**src/sv/dedup_request_fifo_top_assert.svh**
```systemverilog
// assertion macros for the request queue
`ifndef DEDUP_REQUEST_FIFO_TOP_ASSERT_SVH
`define DEDUP_REQUEST_FIFO_TOP_ASSERT_SVH

`ifndef SYNTHESIS
// checked property, disabled while reset is high
`define DRQF_ASSERT(label, clk, rst, prop, msg) \
  label: assert property (@(posedge clk) disable iff (rst) prop) else $error(msg);
// checked property, active during reset as well
`define DRQF_ASSERT_ALWAYS(label, clk, prop, msg) \
  label: assert property (@(posedge clk) prop) else $error(msg);
`else
`define DRQF_ASSERT(label, clk, rst, prop, msg)
`define DRQF_ASSERT_ALWAYS(label, clk, prop, msg)
`endif

`endif

```
**src/sv/drqf_pkg.sv**
```systemverilog
// shared types and constants of the request queue
`timescale 1ns / 1ps
package drqf_pkg;

  localparam int FLOOR_W       = 4;
  localparam int DIR_W         = 2;
  localparam int STATUS_W      = 3;
  localparam int DEFAULT_DEPTH = 16;

  // operation codes
  localparam logic OP_INSERT = 1'b0;
  localparam logic OP_POP    = 1'b1;

  // result status codes
  typedef enum logic [STATUS_W-1:0] {
    ST_INSERTED  = 3'd0,
    ST_DUPLICATE = 3'd1,
    ST_FULL      = 3'd2,
    ST_POPPED    = 3'd3,
    ST_EMPTY     = 3'd4
  } status_t;

  // command broadcast to every cell of the chain
  typedef struct packed {
    logic                    load;
    logic                    shift;
    logic [FLOOR_W-1:0]      floor;
    logic signed [DIR_W-1:0] direction;
  } cell_cmd_t;

endpackage

```
**src/sv/drqf_if.sv**
```systemverilog
// request and result channel interfaces
`timescale 1ns / 1ps
interface drqf_req_if;
  import drqf_pkg::*;
  logic                    valid;
  logic                    ready;
  logic                    operation;
  logic [FLOOR_W-1:0]      floor;
  logic signed [DIR_W-1:0] direction;
  modport source (output valid, operation, floor, direction, input ready);
  modport sink (input valid, operation, floor, direction, output ready);
endinterface

interface drqf_res_if;
  import drqf_pkg::*;
  logic                    valid;
  logic                    ready;
  logic [STATUS_W-1:0]     status;
  logic [FLOOR_W-1:0]      popped_floor;
  logic signed [DIR_W-1:0] popped_direction;
  logic                    now_empty;
  modport source (output valid, status, popped_floor, popped_direction, now_empty,
                  input ready);
  modport sink (input valid, status, popped_floor, popped_direction, now_empty,
                output ready);
endinterface

```
**src/sv/drqf_cell.sv**
```systemverilog
// one queue cell: holds an entry, compares it, shifts toward the head
`timescale 1ns / 1ps
module drqf_cell (
  input  logic                             clk,
  input  logic                             rst,
  input  drqf_pkg::cell_cmd_t              cmd,
  input  logic                             prev_valid,
  input  logic                             next_valid,
  input  logic [drqf_pkg::FLOOR_W-1:0]     next_floor,
  input  logic signed [drqf_pkg::DIR_W-1:0] next_direction,
  output logic                             valid,
  output logic [drqf_pkg::FLOOR_W-1:0]     floor,
  output logic signed [drqf_pkg::DIR_W-1:0] direction,
  output logic                             match
);
  import drqf_pkg::*;

  logic take;

  // first free cell behind the occupied prefix takes a new entry
  assign take = cmd.load && !valid && prev_valid;

  // duplicate compare against the pending request
  assign match = valid && (floor == cmd.floor) && (direction == cmd.direction);

  // valid bit
  always_ff @(posedge clk) begin
    if (rst) begin
      valid <= 1'b0;
    end else if (cmd.shift) begin
      valid <= next_valid;
    end else if (take) begin
      valid <= 1'b1;
    end
  end

  // entry payload
  always_ff @(posedge clk) begin
    if (cmd.shift) begin
      floor     <= next_floor;
      direction <= next_direction;
    end else if (take) begin
      floor     <= cmd.floor;
      direction <= cmd.direction;
    end
  end

endmodule

```
**src/sv/dedup_request_fifo_top.sv**
```systemverilog
// Request queue with duplicate suppression, built as a chain of DEPTH cells.
// A request is captured into the request register, then evaluated in the evaluate step
// in which every cell compares, loads or shifts, and its result is registered; a result
// not yet taken holds that step. No new request is taken until that step is done.
// Reset: synchronous; valid bits of all cells clear together, no clear pass.
`timescale 1ns / 1ps
module dedup_request_fifo_top #(
  parameter int DEPTH = drqf_pkg::DEFAULT_DEPTH
) (
  input  logic        clk,
  input  logic        rst,
  drqf_req_if.sink    req,
  drqf_res_if.source  res
);
  import drqf_pkg::*;

  typedef enum logic {S_IDLE, S_EVAL} state_t;

  state_t                  state;
  logic                    req_op;
  logic [FLOOR_W-1:0]      req_floor;
  logic signed [DIR_W-1:0] req_direction;

  logic                    res_valid;
  status_t                 res_status;
  logic [FLOOR_W-1:0]      res_floor;
  logic signed [DIR_W-1:0] res_direction;
  logic                    res_empty;

  cell_cmd_t               cmd;
  logic [DEPTH-1:0]        valid_vec;
  logic [DEPTH-1:0]        match_vec;
  logic [FLOOR_W-1:0]      floor_arr [DEPTH];
  logic signed [DIR_W-1:0] dir_arr [DEPTH];

  logic                    commit;
  logic                    dup;
  logic                    full;
  status_t                 status_next;
  logic [FLOOR_W-1:0]      floor_next;
  logic signed [DIR_W-1:0] dir_next;
  logic                    empty_next;

  // cell chain, each cell fed by its tail-side neighbor
  for (genvar i = 0; i < DEPTH; i++) begin : g_cell
    logic                    prev_v;
    logic                    next_v;
    logic [FLOOR_W-1:0]      next_f;
    logic signed [DIR_W-1:0] next_d;
    if (i == 0) begin : g_head
      assign prev_v = 1'b1;
    end else begin : g_body
      assign prev_v = valid_vec[i-1];
    end
    if (i == DEPTH - 1) begin : g_tail
      assign next_v = 1'b0;
      assign next_f = '0;
      assign next_d = '0;
    end else begin : g_link
      assign next_v = valid_vec[i+1];
      assign next_f = floor_arr[i+1];
      assign next_d = dir_arr[i+1];
    end
    drqf_cell u_cell (
      .clk            (clk),
      .rst            (rst),
      .cmd            (cmd),
      .prev_valid     (prev_v),
      .next_valid     (next_v),
      .next_floor     (next_f),
      .next_direction (next_d),
      .valid          (valid_vec[i]),
      .floor          (floor_arr[i]),
      .direction      (dir_arr[i]),
      .match          (match_vec[i])
    );
  end

  // queue status seen by the evaluate step
  assign dup    = |match_vec;
  assign full   = valid_vec[DEPTH-1];
  assign commit = (state == S_EVAL) && (!res_valid || res.ready);

  // cell command
  always_comb begin
    cmd.floor     = req_floor;
    cmd.direction = req_direction;
    cmd.load      = commit && (req_op == OP_INSERT) && !dup && !full;
    cmd.shift     = commit && (req_op == OP_POP) && valid_vec[0];
  end

  // result of the pending request
  always_comb begin
    floor_next = '0;
    dir_next   = '0;
    empty_next = 1'b0;
    case (req_op)
      OP_INSERT: begin
        if (dup) begin
          status_next = ST_DUPLICATE;
        end else if (full) begin
          status_next = ST_FULL;
        end else begin
          status_next = ST_INSERTED;
        end
      end
      default: begin
        if (!valid_vec[0]) begin
          status_next = ST_EMPTY;
          empty_next  = 1'b1;
        end else begin
          status_next = ST_POPPED;
          floor_next  = floor_arr[0];
          dir_next    = dir_arr[0];
          empty_next  = !valid_vec[1];
        end
      end
    endcase
  end

  // state, request capture and result register
  always_ff @(posedge clk) begin
    if (rst) begin
      state     <= S_IDLE;
      res_valid <= 1'b0;
    end else begin
      unique case (state)
        S_IDLE: begin
          // result transfer frees the output register
          if (res_valid && res.ready) begin
            res_valid <= 1'b0;
          end
          if (req.valid) begin
            req_op        <= req.operation;
            req_floor     <= req.floor;
            req_direction <= req.direction;
            state         <= S_EVAL;
          end
        end
        S_EVAL: begin
          if (commit) begin
            res_valid     <= 1'b1;
            res_status    <= status_next;
            res_floor     <= floor_next;
            res_direction <= dir_next;
            res_empty     <= empty_next;
            state         <= S_IDLE;
          end
        end
        default: state <= S_IDLE;
      endcase
    end
  end

  // channel ports
  assign req.ready            = (state == S_IDLE);
  assign res.valid            = res_valid;
  assign res.status           = res_status;
  assign res.popped_floor     = res_floor;
  assign res.popped_direction = res_direction;
  assign res.now_empty        = res_empty;

`include "dedup_request_fifo_top_assert.svh"

  // occupied cells always form a prefix from the head
  `DRQF_ASSERT(a_prefix, clk, rst, ({1'b0, valid_vec[DEPTH-1:1]} & ~valid_vec) == '0, "valid cells not contiguous")
  // cells hold still outside a committed step
  `DRQF_ASSERT(a_hold, clk, rst, !(cmd.load || cmd.shift) |=> $stable(valid_vec), "cells changed without command")
  // a successful insert adds exactly one entry
  `DRQF_ASSERT(a_grow, clk, rst, cmd.load |=> $countones(valid_vec) == $past($countones(valid_vec)) + 1, "insert did not add one entry")
  // a pop on an empty queue reports empty
  `DRQF_ASSERT(a_pop_empty, clk, rst, commit && (req_op == OP_POP) && !valid_vec[0] |=> res_status == ST_EMPTY && res_empty, "empty pop misreported")
  // reset leaves no result pending and no cell occupied
  `DRQF_ASSERT_ALWAYS(a_rst, clk, rst |=> !res_valid && (valid_vec == '0), "reset left state behind")

endmodule

```
**src/flat_wrapper.sv**
```systemverilog
// flat-port wrapper written by rule: the top's interface ports become plain ports
module dedup_request_fifo_top_flat import drqf_pkg::*;
#(
  parameter int DEPTH = drqf_pkg::DEFAULT_DEPTH
)
  (clk, rst, req_valid, req_operation, req_floor, req_direction, req_ready, res_valid, res_status, res_popped_floor, res_popped_direction, res_now_empty, res_ready);
  drqf_req_if req_i ();
  drqf_res_if res_i ();
  input  logic clk;
  input  logic rst;
  input wire logic [$bits(req_i.valid)-1:0] req_valid;
  input wire logic [$bits(req_i.operation)-1:0] req_operation;
  input wire logic [$bits(req_i.floor)-1:0] req_floor;
  input wire logic [$bits(req_i.direction)-1:0] req_direction;
  output wire logic [$bits(req_i.ready)-1:0] req_ready;
  output wire logic [$bits(res_i.valid)-1:0] res_valid;
  output wire logic [$bits(res_i.status)-1:0] res_status;
  output wire logic [$bits(res_i.popped_floor)-1:0] res_popped_floor;
  output wire logic [$bits(res_i.popped_direction)-1:0] res_popped_direction;
  output wire logic [$bits(res_i.now_empty)-1:0] res_now_empty;
  input wire logic [$bits(res_i.ready)-1:0] res_ready;
  assign req_i.valid = req_valid;
  assign req_i.operation = req_operation;
  assign req_i.floor = req_floor;
  assign req_i.direction = req_direction;
  assign req_ready = req_i.ready;
  assign res_valid = res_i.valid;
  assign res_status = res_i.status;
  assign res_popped_floor = res_i.popped_floor;
  assign res_popped_direction = res_i.popped_direction;
  assign res_now_empty = res_i.now_empty;
  assign res_i.ready = res_ready;
  dedup_request_fifo_top #(.DEPTH(DEPTH)) u_core (.clk(clk), .rst(rst), .req(req_i), .res(res_i));
endmodule
```
**config.mk**
```make
export PLATFORM = sky130hd
export DESIGN_NAME = dedup_request_fifo_top_flat
export DESIGN_NICKNAME = d
export VERILOG_FILES = /design/src/sv/drqf_pkg.sv /design/src/sv/drqf_if.sv /design/src/sv/drqf_cell.sv /design/src/sv/dedup_request_fifo_top.sv /design/src/flat_wrapper.sv
export VERILOG_INCLUDE_DIRS = /design/src /design/src/sv
export SDC_FILE = /design/constraint.sdc
export NUM_CORES = 1
export LEC_CHECK = 0
export BUFFER_PORTS_ARGS = -buffer_cell sky130_fd_sc_hd__buf_2
export CAP_MARGIN = 40
export CORE_ASPECT_RATIO = 1.1
export CORE_MARGIN = 2
export CORE_UTILIZATION = 50
export DETAILED_ROUTE_END_ITERATION = 7
export PLACE_DENSITY = 0.66
export SLEW_MARGIN = 20
export SYNTH_ARGS = -nofsm -noshare
export SYNTH_HDL_FRONTEND = slang
export SYNTH_SLANG_ARGS = --single-unit
```
**constraint.sdc**
```tcl
create_clock -name clk -period 2.53 [get_ports clk]
set_clock_uncertainty 0.05 [all_clocks]
set_input_delay 0.1265 -clock clk [delete_from_list [all_inputs] [get_ports clk]]
set_output_delay 0.1265 -clock clk [all_outputs]
set_load 0.005 [all_outputs]
```
==> flow_summary_export.csv, run 1 <==
group,metric,value,unit
floorplan,chipWidth,113.7,um
cells_and_area,drive_gt1_share,22.28,%
clock_tree,clk_latency,420,ps
synth,synth_most_common_cell,"edfxtp_1",
placement,preCtsSetupSlack,-125.9,ps
pwr,p_comb_share,6.2,%
synth,yosys.area.top_type,"edfxtp_1",
timing,worst_pin_slew,755.6,ps
drt,drc_errors,0,
grt,grt.overflow.total,0,
pwr,internal_power,3.981,mW
worst_setup_path,reg2reg_to,"u_core.g_cell[5].u_cell.floor[0]",
timing,fin_setup_tns,0,ps
cells_and_area,fillers,1023,
min_path,min_to,"u_core.state",
status,status,"completed",
pwr,totalPowerFinal,5.054,mW
run,drv_cap,0,
timing,final_max_slew_viol_count,0,
cells_and_area,final_nets,595,
timing,slew_headroom,49.44,%
floorplan,initial_core_util,50.69,%
grt,grt_max_degree,68,
clock_tree,ctsRootBufferMaster,"clkbuf_16",
synth,synth_common_cells,"107 x edfxtp_1, 90 x a21o_1, 48 x xnor2_1, 48 x xor2_1, 29 x clkbuf_1",
worst_setup_path,cp.required,2570,ps
pwr,powerDensity,637.6,nW/um^2
timing,setup_viol,0,
timing,setup_ws,35.33,ps
floorplan,die_h,124.6,um
synth,synth_top_area_share,48.58,%
timing,maxClockFrequency,400.9,MHz
pwr,total_leakage_power,3.188,nW
synth,syn_inst,534,
worst_setup_path,ff2ff_path_depth,9,
drt,firstDrtPassIters,5,
min_path,min_from,"rst",
drt,wl_per_cell,21.82,um
pwr,p_clk_share,47.0,%
timing,whs,172.8,ps
worst_setup_path,rrSetupSlack,40,ps
clock_tree,clkSlewWorstSetupHoldPaths,60,ps
drt,drt-initial-drc-count,462,
floorplan,fp.coreArea,13050,um^2
placement,place.gp.congestion,0.8522,
synth,async_reset_ff_share,0,%
grt,grt_pass1_wl,26.27,mm
worst_setup_path,path_max_fanout,18,
clock_tree,cts_tree,"yes",
cells_and_area,multi_input_area,2804,um^2
drt,vias,4523,
clock_tree,htreeDepth,4,
floorplan,io_pins,23,
cells_and_area,insertedDiodeCount,0,
synth,yosys_warnings,0,
synth,synth_cell_types,36,
grt,grt_pass1_vias,4685,
worst_setup_path,cp-start-kind,"flop",
synth,syn-num-nets,545,
drt,viasPerCell,5.967,
worst_setup_path,critical_path_class,"flop to flop",
pwr,vdd.ir_drop.worst,0.4264,mV
cells_and_area,seq_area,3694,um^2
synth,syn_area,6614,um^2
placement,io_buffers,22,
timing,fin_crit_sh,98.60,%
clock_tree,clockBufferDepth,2,
clock_tree,cts_inserted_buffers,17,
clock_tree,cts_sinks,131,
drt,wirelength,16.54,mm
worst_setup_path,critical_path.startpoint,"u_core.req_floor[0]",
synth,synth_seq_cells,131,
timing,rsz0062_at_grt,"yes",
placement,dpl.hpwl,11.09,mm
synth,synthTopCellsByArea,"edfxtp_1 49%, a21o_1 10%, dfxtp_1 7.3%",
min_path,hold_depth,2,
floorplan,rows,44,
grt,antenna_found_initial,0,
grt,gr-usage-all-layers,24.90,%
min_path,hp-class,"input port to flop",
cells_and_area,final_core_util,60.76,%
worst_setup_path,critPathCaptureType,"flop",
worst_setup_path,arrival,2540,ps
timing,hold_viol_final,0,
pwr,swShare,21.24,%
synth,synth_edf_count,107,
drt,ant_nets,0,
synth,avgSynthCellArea,12.39,um^2
cells_and_area,area_delta_synth_final,19.86,%
timing,period_minus_slack,2495,ps
synth,synth-main-ff-cell,"edfxtp_1",
pwr,pwr-share-seq,46.8,%
worst_setup_path,regToRegStartpoint,"u_core.req_floor[0]",
synth,seq_area_frac_synth,55.85,%
pwr,p_sw,1.073,mW
floorplan,dieArea,14160,um^2
==> how the worst max path moves through the flow <==
stage	cells past startpoint	end	slack [ps]
floorplan	10	u_core.g_cell[1].u_cell.direction[0]	120
finish	9	u_core.g_cell[5].u_cell.floor[0]	40
global placement	9	u_core.g_cell[2].u_cell.direction[1]	-120
detailed placement	9	u_core.g_cell[3].u_cell.floor[0]	-130
global route	9	u_core.res.status[1]	-70
CTS	9	u_core.g_cell[3].u_cell.direction[1]	20
==> worst max-delay path, stage by stage, from the launching register on <==
cell and delay, ps:
edfxtp_1 410, buf_12 190, xnor2_1 140, nand4_1 120
nor4_1 70, nor4_1 370, and3_1 240, nand2_2 100
buf_6 160, o21ai_2 300
==> kinds of logic after synthesis <==
family	share of synthesized area, %
simple gates	9.648
xor+xnor	12.71
mux	2.270
compound gates	15.00
flops	55.85
buf+inv	4.521
==> routing by layer <==
metal,share of wire (%),track usage [%],vias up
li1,-,-,2052
met5,0,0,-
met3,5.9,6.375,47
met2,48,39.31,190
met4,3.2,11.76,0
met1,43,32.06,2234
==> timing repair <==
action / CTS / global route
hold buffers: 10 / 0
hold endpoints to repair: 9 / 0
gates resized for setup: 17 / 15
pin swaps: 0 / 7
endpoints found under the setup margin: 91 / 97
buffers inserted: 0 / 2
==> per-stage QoR <==
stage	cells	area, um^2
final	758	7928
after floorplan	534	6614
after global placement	712	7036
after CTS	755	7787
after detailed placement	713	7047
after global routing	758	7928
==> area by class of cell <==
cell class | count | area share [%]
clock buffer | 22 | 5.855
clock inverter | 10 | 1.357
inverter | 1 | 0.04735
multi-input combinational | 354 | 35.37
sequential | 131 | 46.59
tap | 161 | 2.541
timing repair buffer | 79 | 8.239
==> state kept, by name (all words and copies together) (netlist names) <==
register	flops
u_core.res.now_empty	1
u_core.res.popped_direction	2
u_core.g_cell.u_cell.direction	32
u_core.g_cell.u_cell.floor	64
u_core.req_floor	4
u_core.res.valid	1
u_core.res.popped_floor	4
u_core.res.status	3
u_core.state	1
u_core.req_op	1
u_core.req_direction	2
u_core.g_cell.u_cell.valid	16
==> placed cells by master (no fill, tap or decap), types with 3 or more instances in the layout <==
master and instances:
a21o_1 90, a21oi_1 9, and2_0 4, and3_1 10
buf_12 6, buf_2 22, buf_4 38, clkbuf_1 3
clkbuf_16 17, clkinv_2 5, clkinvlp_4 3, dfxtp_1 24
dlygate4sd3_1 10, edfxtp_1 107, mux2i_1 15, nand2_1 16
nand2b_1 15, nand3_1 8, nand4_1 16, nor2_1 7
nor3_1 3, nor4_1 12, nor4_2 5, o21ai_0 6
o21ai_4 13, o22ai_1 4, o22ai_2 10, xnor2_1 48
xor2_1 48
==> power groups by stage <==
stage          clock [mW]  sequential [mW]  combinational [mW]
2_1_floorplan           0             2.41               0.193
3_3_place_gp            0             2.41               0.279
3_5_place_dp            0             2.41               0.284
4_1_cts              2.41             2.37               0.303
5_1_grt              2.50             2.37               0.338
6_report             2.37             2.37               0.314
(Power assumes the default switching activity.)
==> inputs of run 2 (changes only) <==
- CORE_UTILIZATION: 50 -> 56
- PLACE_DENSITY: 0.66 -> 0.73
==> flow_summary_export.csv, run 2 (synthesis results as in run 1) <==
group,metric,value,unit
status,status,"completed",
cells_and_area,final_core_util,69.05,%
worst_setup_path,ff2ff_path_depth,5,
cells_and_area,regMostFlops,"u_core.g_cell.u_cell.floor",
drt,firstDrtPassIters,5,
run,drv_cap,0,
worst_setup_path,critical_path_class,"flop to flop",
timing,period_minus_slack,2471,ps
timing,fin_setup_tns,0,ps
worst_setup_path,crit_chain,"nand2_1, or3_1, buf_12, and2_1, a21o_1",
floorplan,fp.coreArea,11490,um^2
timing,worst_pin_slew,905.5,ps
worst_setup_path,rrSetupSlack,60,ps
timing,setup_viol,0,
cells_and_area,area_delta_synth_final,19.98,%
worst_setup_path,crit_slowest_cell,"and2_1",
pwr,powerDensity,658.8,nW/um^2
cells_and_area,final_common_cell,"edfxtp_1",
clock_tree,clockBufferDepth,2,
drt,wl_per_cell,22.30,um
floorplan,io_pins,23,
cells_and_area,drive_gt1_share,22.13,%
cells_and_area,final_cell_mix,"107 x edfxtp_1, 90 x a21o_1, 48 x xnor2_1, 44 x xor2_1",
floorplan,initial_core_util,57.56,%
worst_setup_path,cp.required,2650,ps
clock_tree,htreeDepth,4,
pwr,p_sw,1.110,mW
placement,place.gp.congestion,0.8908,
grt,grt_pass1_wl,24.77,mm
pwr,internal_power,4.117,mW
pwr,p_comb_share,5.9,%
pwr,p_clk_share,48.8,%
floorplan,chipWidth,107.6,um
worst_setup_path,critPathCaptureType,"flop",
drt,ant_nets,0,
worst_setup_path,arrival,2590,ps
worst_setup_path,max_stage_delay,520,ps
min_path,min_to,"u_core.state",
worst_setup_path,critical_path.startpoint,"u_core.g_cell[0].u_cell.valid",
grt,gr-usage-all-layers,26.28,%
cells_and_area,largest_register_ffs,64,
floorplan,rows,41,
min_path,hold_depth,2,
cells_and_area,final_nets,581,
pwr,totalPowerFinal,5.227,mW
placement,io_buffers,22,
placement,dpl.hpwl,9.956,mm
grt,grt.overflow.total,0,
worst_setup_path,cp-start-kind,"flop",
timing,hold_viol_final,0,
grt,antenna_found_initial,0,
clock_tree,clkSlewWorstSetupHoldPaths,60,ps
worst_setup_path,path_max_fanout,36,
min_path,hp-class,"input port to flop",
grt,grt_max_degree,98,
grt,grt_pass1_vias,4413,
cells_and_area,design_area,7935,um^2
floorplan,dieArea,12700,um^2
drt,drc_errors,0,
placement,postPlaceCellArea,6934,um^2
pwr,swShare,21.24,%
clock_tree,cts_sinks,131,
min_path,min_from,"rst",
cells_and_area,largestRegisters,"u_core.g_cell.u_cell.floor: 64 flops, u_core.g_cell.u_cell.direction: 32 flops, u_core.g_cell.u_cell.valid: 16 flops",
clock_tree,cts_tree,"yes",
timing,fin_crit_sh,97.66,%
drt,wirelength,16.34,mm
clock_tree,cts_inserted_buffers,17,
timing,slew_headroom,39.64,%
floorplan,die_h,118.0,um
timing,setup_ws,59.24,ps
drt,drt-initial-drc-count,389,
timing,final_max_slew_viol_count,0,
worst_setup_path,reg2reg_to,"u_core.g_cell[4].u_cell.floor[1]",
drt,viasPerCell,6.141,
pwr,vdd.ir_drop.worst,0.3813,mV
worst_setup_path,regToRegStartpoint,"u_core.g_cell[0].u_cell.valid",
cells_and_area,insertedDiodeCount,0,
placement,preCtsSetupSlack,-185.5,ps
timing,maxClockFrequency,404.7,MHz
clock_tree,clk_latency,430,ps
drt,vias,4501,
pwr,pwr-share-seq,45.3,%
pwr,total_leakage_power,3.143,nW
clock_tree,ctsRootBufferMaster,"clkbuf_16",
==> run 2: changes by cell type in the layout (fill, tap and decap cells not counted), moves of 3 or more <==
| cell | previous run | this run |
|---|---|---|
| nor4_1 | 12 | 8 |
| xor2_2 | 0 | 4 |
| buf_4 | 38 | 24 |
| clkinv_2 | 5 | 2 |
| nor4_2 | 5 | 8 |
| xor2_1 | 48 | 44 |
| clkinv_1 | 0 | 3 |
| clkinv_4 | 0 | 3 |
| clkbuf_1 | 3 | 0 |
==> run 2: layout make-up <==
type                       instances  area, um^2
tap                              150       187.7
timing repair buffer              65       544.3
multi-input combinational        354        2890
clock inverter                    15       190.2
inverter                           1       3.754
fill                             789        3556
clock buffer                      17       425.4
sequential                       131        3694
==> run 2: stage by stage <==
step,hold WS [ps],instances
after global placement,253.8,689
after floorplan,175.4,534
after global routing,143.6,733
final,132.3,733
after detailed placement,254.6,689
after CTS,138.1,731
==> run 2: power groups by stage <==
stage	sequential (mW)	clock [mW]	combinational (mW)
floorplan	2.41	0	0.193
global placement	2.41	0	0.266
detailed placement	2.41	0	0.273
CTS	2.37	2.56	0.290
global route	2.37	2.66	0.329
finish	2.37	2.55	0.310
==> run 2: worst max-delay path by stage <==
stage | to | cells past startpoint
6_report | u_core.g_cell[4].u_cell.floor[1] | 5
5_1_grt | u_core.g_cell[14].u_cell.floor[1] | 9
4_1_cts | u_core.g_cell[3].u_cell.floor[1] | 9
2_1_floorplan | u_core.g_cell[1].u_cell.direction[0] | 10
3_3_place_gp | u_core.g_cell[1].u_cell.floor[2] | 9
3_5_place_dp | u_core.g_cell[1].u_cell.floor[2] | 9
==> run 2: critical path, delay by kind of cell (launching register included) <==
kind	cells	cell delay, ps
and+or+nand+nor	3	1110
DFF	1	490
AOI/OAI and AO/OA	1	300
buffers and inverters	1	210
==> run 2: what timing repair did <==
action,in CTS,in global routing
hold buffers,10,0
buffers inserted,0,2
setup endpoints to repair,90,102
resized for setup,10,37
pin swaps,0,9
hold endpoints to repair,9,0
==> run 2: per-layer routing <==
metal	vias up	GRT usage, %	share of wire (%)
li1	2012	-	-
met1	2275	34.50	41
met2	176	42.41	51
met3	38	5.869	5.5
met4	0	10.02	2.3
met5	-	0	0
